File: src/assert_macros.svh
// Assertion macros shared by the rotor step RTL.
// No dependencies; include by bare file name inside a module body.
`ifndef ASSERT_MACROS_SVH
`define ASSERT_MACROS_SVH

// Checked on every clock edge outside of reset.
`define ASSERT_CLK(label, prop) \
  label: assert property (@(posedge clk) disable iff (rst) prop) \
    else $error("assertion failed");

// Checked on every clock edge, reset included.
`define ASSERT_ALWAYS(label, prop) \
  label: assert property (@(posedge clk) prop) \
    else $error("assertion failed");

`endif

File: src/rsbf_pkg.sv
// Shared types and constants for the rotor step block.
// No dependencies.
`default_nettype none

package rsbf_pkg;

  typedef enum logic [1:0] {
    CMD_WRITE = 2'd0,
    CMD_STEP  = 2'd1,
    CMD_READ  = 2'd2
  } cmd_t;

  // Inverse in GF(16), polynomial x^4+x+1, with inv(0) = 0.
  function automatic logic [3:0] gf16_inv(input logic [3:0] v);
    logic [3:0] r;
    unique case (v)
      4'h0: r = 4'h0;
      4'h1: r = 4'h1;
      4'h2: r = 4'h9;
      4'h3: r = 4'hE;
      4'h4: r = 4'hD;
      4'h5: r = 4'hB;
      4'h6: r = 4'h7;
      4'h7: r = 4'h6;
      4'h8: r = 4'hF;
      4'h9: r = 4'h2;
      4'hA: r = 4'hC;
      4'hB: r = 4'h5;
      4'hC: r = 4'hA;
      4'hD: r = 4'h4;
      4'hE: r = 4'h3;
      default: r = 4'h8;
    endcase
    return r;
  endfunction

endpackage

`default_nettype wire

File: src/rotor_step_bent_function.sv
// Top level of the rotor step block: rotor byte store, command stage, result stage.
// Depends on rsbf_pkg, rsbf_step and assert_macros.svh.
`default_nettype none

//  channel | handshake             | payload
//  --------+-----------------------+-------------------------------------
//  in      | in_valid / in_ready   | command, rotor_index, write_value
//  out     | out_valid / out_ready | read_value
//
// One word in, one word out. A word is latched in the command register,
// then applied to the rotor bytes while its read_value goes into the
// result register; one word per cycle while out_ready holds high.
// The step is one pass of 16-entry lookups, 4-bit parities and adds.
// Reset (rst, synchronous) clears all rotor bytes and both valid flags.
// A stalled result register holds the command register, and in_ready
// drops only when both are full.

module rotor_step_bent_function
  import rsbf_pkg::*;
#(
  parameter int ROTOR_COUNT = 32
) (
  input  wire logic       clk,
  input  wire logic       rst,
  input  wire logic       in_valid,
  output logic            in_ready,
  input  wire logic [1:0] command,
  input  wire logic [4:0] rotor_index,
  input  wire logic [7:0] write_value,
  output logic            out_valid,
  input  wire logic       out_ready,
  output logic      [7:0] read_value
);

  localparam int IdxW = (ROTOR_COUNT > 1) ? $clog2(ROTOR_COUNT) : 1;

  // rotor byte store
  logic [ROTOR_COUNT-1:0][7:0] rotors;
  logic [ROTOR_COUNT-1:0][7:0] rotors_next;
  logic [ROTOR_COUNT-1:0][7:0] stepped;

  // command register
  logic       s1_valid;
  cmd_t       s1_command;
  logic [4:0] s1_index;
  logic [7:0] s1_value;
  logic       s1_fire;

  logic [6:0]      idx_wide;
  logic [IdxW-1:0] idx;
  logic            idx_ok;
  logic [7:0]      read_value_next;

  // command register leaving this cycle, by kind
  logic fire_step;
  logic fire_write;

  assign s1_fire  = s1_valid && (!out_valid || out_ready);
  assign in_ready = !s1_valid || s1_fire;

  assign fire_step  = s1_fire && (s1_command == CMD_STEP);
  assign fire_write = s1_fire && (s1_command == CMD_WRITE);

  always_ff @(posedge clk) begin
    if (rst) begin
      s1_valid <= 1'b0;
    end else if (in_ready) begin
      s1_valid <= in_valid;
    end
  end

  always_ff @(posedge clk) begin
    if (in_ready && in_valid) begin
      s1_command <= cmd_t'(command);
      s1_index   <= rotor_index;
      s1_value   <= write_value;
    end
  end

  // index beyond the rotors: writes dropped, reads give zero
  assign idx_wide = {2'b00, s1_index};
  assign idx      = idx_wide[IdxW-1:0];
  assign idx_ok   = idx_wide < 7'(ROTOR_COUNT);

  rsbf_step #(
    .ROTOR_COUNT(ROTOR_COUNT)
  ) u_step (
    .rotors (rotors),
    .stepped(stepped)
  );

  always_comb begin
    rotors_next = rotors;
    if (s1_fire) begin
      unique case (s1_command)
        CMD_WRITE: begin
          if (idx_ok) begin
            rotors_next[idx] = s1_value;
          end
        end
        CMD_STEP: begin
          rotors_next = stepped;
        end
        default: begin
          // read, and the unused code, leave the bytes alone
        end
      endcase
    end
  end

  // value after the command has taken effect
  assign read_value_next = idx_ok ? rotors_next[idx] : 8'h00;

  always_ff @(posedge clk) begin
    if (rst) begin
      rotors <= '0;
    end else begin
      rotors <= rotors_next;
    end
  end

  always_ff @(posedge clk) begin
    if (rst) begin
      out_valid <= 1'b0;
    end else if (!out_valid || out_ready) begin
      out_valid <= s1_valid;
    end
  end

  always_ff @(posedge clk) begin
    if (s1_fire) begin
      read_value <= read_value_next;
    end
  end

  `include "assert_macros.svh"

  `ASSERT_ALWAYS(a_reset_empty, rst |=> !s1_valid && !out_valid)
  `ASSERT_CLK(a_stall_full, !in_ready |-> s1_valid && out_valid && !out_ready)
  `ASSERT_CLK(a_step_byte0, fire_step |=> rotors[0] == $past(rotors[0]) + 8'd1)
  `ASSERT_CLK(a_read_keeps, s1_fire && s1_command == CMD_READ |=> $stable(rotors))
  `ASSERT_CLK(a_write_echo, fire_write && idx_ok |=> out_valid && read_value == $past(s1_value))

endmodule

`default_nettype wire

File: src/rsbf_step.sv
// Combinational step of all rotor bytes: lane parities and constant adds.
// Depends on rsbf_pkg (gf16_inv).
`default_nettype none

module rsbf_step
  import rsbf_pkg::*;
#(
  parameter int ROTOR_COUNT = 32
) (
  input  wire logic [ROTOR_COUNT-1:0][7:0] rotors,
  output logic      [ROTOR_COUNT-1:0][7:0] stepped
);

  logic [ROTOR_COUNT-1:0] parity;

  for (genvar i = 0; i < ROTOR_COUNT; i++) begin : g_lane
    localparam int LoByte = i / 2;
    localparam int LoHalf = i % 2;
    localparam int HiNib  = 2 * ROTOR_COUNT - 1 - i;
    localparam int HiByte = HiNib / 2;
    localparam int HiHalf = HiNib % 2;
    localparam logic [7:0] Inc = 8'((2 * i + 1) % 256);

    logic [3:0] nib_a;
    logic [3:0] nib_b;

    assign nib_a = (LoHalf != 0) ? rotors[LoByte][7:4] : rotors[LoByte][3:0];
    assign nib_b = (HiHalf != 0) ? rotors[HiByte][7:4] : rotors[HiByte][3:0];
    assign parity[i] = ^(gf16_inv(nib_a) & nib_b);

    // lane 0 always matches itself, so it always gains 1
    assign stepped[i] = (parity[i] == parity[0]) ? rotors[i] + Inc : rotors[i];
  end

endmodule

`default_nettype wire
File: config.mk
export PLATFORM = sky130hd
export DESIGN_NAME = rotor_step_bent_function
export DESIGN_NICKNAME = d
export VERILOG_FILES = /design/src/rsbf_pkg.sv /design/src/rotor_step_bent_function.sv /design/src/rsbf_step.sv
export VERILOG_INCLUDE_DIRS = /design/src /design/src/src
export SDC_FILE = /design/constraint.sdc
export NUM_CORES = 2
export LEC_CHECK = 0
export ABC_AREA = 1
export ABC_CLOCK_PERIOD_IN_PS = 8400
export BUFFER_PORTS_ARGS = -buffer_cell sky130_fd_sc_hd__buf_2
export CAP_MARGIN = 20
export CORE_ASPECT_RATIO = 0.9
export CORE_MARGIN = 4
export CORE_UTILIZATION = 40
export CTS_CLUSTER_DIAMETER = 40
export CTS_CLUSTER_SIZE = 25
export DETAILED_ROUTE_END_ITERATION = 8
export HOLD_SLACK_MARGIN = 0.1
export PLACE_DENSITY_LB_ADDON = 0.08
export SYNTH_ARGS = -nofsm -noshare
export SYNTH_HDL_FRONTEND = slang
export SYNTH_SLANG_ARGS = --single-unit
File: constraint.sdc
create_clock -name clk -period 8.4 [get_ports clk]
set_clock_uncertainty 0.1 [all_clocks]
set_input_delay 0.42 -clock clk [delete_from_list [all_inputs] [get_ports clk]]
set_output_delay 0.42 -clock clk [all_outputs]
set_load 0.01 [all_outputs]
==> impl_metrics.ini <==
[run_status]
status = finished, final reports clean

[clock_tree]
numCtsBuffers = 99
hold_buffers = 18
htree_levels = 3
clk_pin_slew_worst_paths_ns = 0.05
clock_path_buffers = 3
cts_num_sinks = 409
post_cts_resized = 0
clockRootBuffer = clkbuf_16
insertion_delay_ns = 0.68
cts_tree = built
postCtsSetupBuffers = 0

[synthesis]
ys.warnings.count = 0
ys.flop_type = dfxtp_1
yosys.cell_count.top_type = nand2_1
netlist_top_cells_area = nand2_1 26%, dfxtp_1 21%, nand3_1 9.0%, ha_1 7.6%, inv_1 6.7%
synth_seq_area_share_pct = 22.94
syn_area_um2 = 36700
syn_inst = 6333
ys_ff_latch = 409
avgSynthCellArea_um2 = 5.795
yosys-top-cells-count = 2537 x nand2_1, 658 x nand3_1, 656 x inv_1
synth_nets = 6576
synth_top_area_cell = nand2_1
synth_cell_types = 50
async_reset_ff_share_pct = 0
synth_top_area_share_pct = 25.95
synth-edff-count = 23

[final_layout]
fillCellCount = 9755
nNetsFinal = 6562
final_area_um2 = 41600
drive_above_1_share_pct = 6.452
area_growth_pct = 13.36

[setup_path]
cp.required_ns = 8.73
cp.buffers_inverters = 4
r2r-end = read_value[0]
crit_chain = nor2_4, buf_4, inv_6, buf_4, buf_4, a21oi_1, o21ai_0, nand2_1, nand2_1, o21ai_0, nand2_1, nand2_1, o21ai_0, nand2_1, nor2_1, nand2_1
critical_path_class = reg -> reg
worst_path_most_repeated_cell = nand2_1
cp-start-kind = flip-flop
worstPathArrival_ns = 4.80
slowest_delay_ns = 0.69
r2r_start = s1_command[1]
critPathTopFamily = buffers and inverters
rr_worst_depth = 16
worst_setup_path_end_kind = flip-flop
slowest_stage = buf_4
cp_max_fo = 55
r2r_setup_slack_ns = 3.93

[timing]
max_freq_mhz = 223.9
relSlewSlack_pct = 28.43
tns_ns = 0
setup_viol = 0
fin_ws_ns = 3.933
tightest_slew_ns = 1.062
rsz0062_at_grt = no
finalHoldViolCount = 0
fin_crit_sh_pct = 53.18
final-max-slew-violation-count = 0
min_period_ns = 4.467

[grt]
grt_util_all_layers_pct = 29.56
grt_pass1_wl_mm = 221.9
grt.overflow.total = 0
grt_start_max_net_pins = 144
grt_pass1_vias = 36374
antenna_found_initial = 1

[place]
dp_hpwl_mm = 103.0
preCtsSetupSlack_ns = 4.102
placed_cell_area_um2 = 38010
port_buffers = 28
gp_congestion = 0.9481

[detailed_routing]
ant_nets = 0
viasPerCell = 5.367
first_pass_iters = 7
dr.first_iter.drc_count = 4500
wirelength_mm = 147.9
drcViolationCount = 0
wire_per_inst_um = 19.37
vias = 40963

[power]
p_leak_nw = 21.57
p_per_area_nw_per_um2 = 168.1
ir_worst_vdd_mv = 0.1429

[worst_hold_path]
whs_endpoint = idx[3]
hold_depth = 2
hold_start = rotor_index[3]
hp-class = in -> reg

[die]
start_util_pct = 40.31
die-area_um2 = 96660
rows = 105
ios = 29
dieHeight_um = 295.4
die_w_um = 327.3
fp.coreArea_um2 = 91040

[job]
drv_cap = 0
==> per-layer routing <==
metal | vias up | global-route usage [%] | share of wire [%]
li1 | 20377 | - | -
met3 | 269 | 5.766 | 8.8
met4 | 0 | 10.01 | 3.5
met1 | 18757 | 41.83 | 46
met5 | - | 0 | 0
met2 | 1560 | 45.01 | 42
==> worst reg2reg max path: cells and delay by family, from the launching register on <==
kind / cells / cell delay (ns)
flops: 1 / 0.54
buf+inv: 4 / 1.86
compound gates: 4 / 0.95
simple gates: 8 / 0.80
==> layout by cell type (no fill, tap or decap), types with 14 or more instances in the layout <==
cell,count
clkinvlp_4,15
nand4_1,40
o22ai_1,53
nand2_4,28
buf_4,44
buf_2,27
xor2_1,118
or2_2,14
dfxtp_1,386
o211ai_1,92
clkbuf_16,100
inv_2,23
xnor2_1,20
or2_1,21
inv_1,655
o21ai_1,34
o21ai_0,466
a21oi_1,304
clkinv_2,15
nand3_2,14
edfxtp_1,23
nand2_2,45
dlygate4sd3_1,18
nand3_1,658
nor2_1,273
ha_1,224
nand2_1,2537
==> report_power, final <==
part | internal [mW] | leakage [nW] | total [mW] | switching [mW]
registers | 2.05 | 3.36 | 2.13 | 0.0832
logic | 0.259 | 16.6 | 0.920 | 0.661
clock network | 2.58 | 1.64 | 3.94 | 1.36
total | 4.89 | 21.6 | 6.99 | 2.11
==> cell families after synthesis <==
logic type               count (synthesis)  synth area share, %
multiplexers                             2              0.05455
AND/OR/NAND/NOR                       3686                42.36
XOR/XNOR                               138                3.293
buffers and inverters                  899                9.423
adder cells (fa/ha/maj)                224                7.637
flip-flops                             409                22.94
AO/OA/AOI/OAI                          975                14.30
==> layout make-up <==
cell class | count | area (µm²) | share of cell area, %
inverters | 688 | 2603 | 6.256
multi-input cells | 5025 | 24870 | 59.78
diodes | 1 | 2.502 | 0.006015
clock inverters | 66 | 730.7 | 1.756
clock buffers | 117 | 2666 | 6.409
well taps | 1230 | 1539 | 3.699
flip-flops and latches | 409 | 8418 | 20.24
repair buffers | 96 | 772.0 | 1.856
==> stage by stage <==
stage                     hold WS [ns]  power [mW]  instances  util, %
final                           0.3700       6.995       7632    45.69
after global routing            0.3726       7.243       7631    45.69
after CTS                       0.3285       7.028       7630    45.67
after detailed placement        0.3934       3.059       7429    41.75
after global placement          0.3894       3.060       7429    41.75
after floorplan                 0.3742       2.748       6333        -
==> how the worst max path moves through the flow <==
stage	end	cells after the start	from	slack (ns)
after floorplan	flip-flop	13	idx[1]	5.57
after global placement	read_value[0]	16	s1_command[1]	4.13
after detailed placement	read_value[0]	16	s1_command[1]	4.10
after CTS	read_value[0]	16	s1_command[1]	4.09
after global routing	read_value[0]	16	s1_command[1]	3.68
final	read_value[0]	16	s1_command[1]	3.93
(Power assumes the default switching activity.)
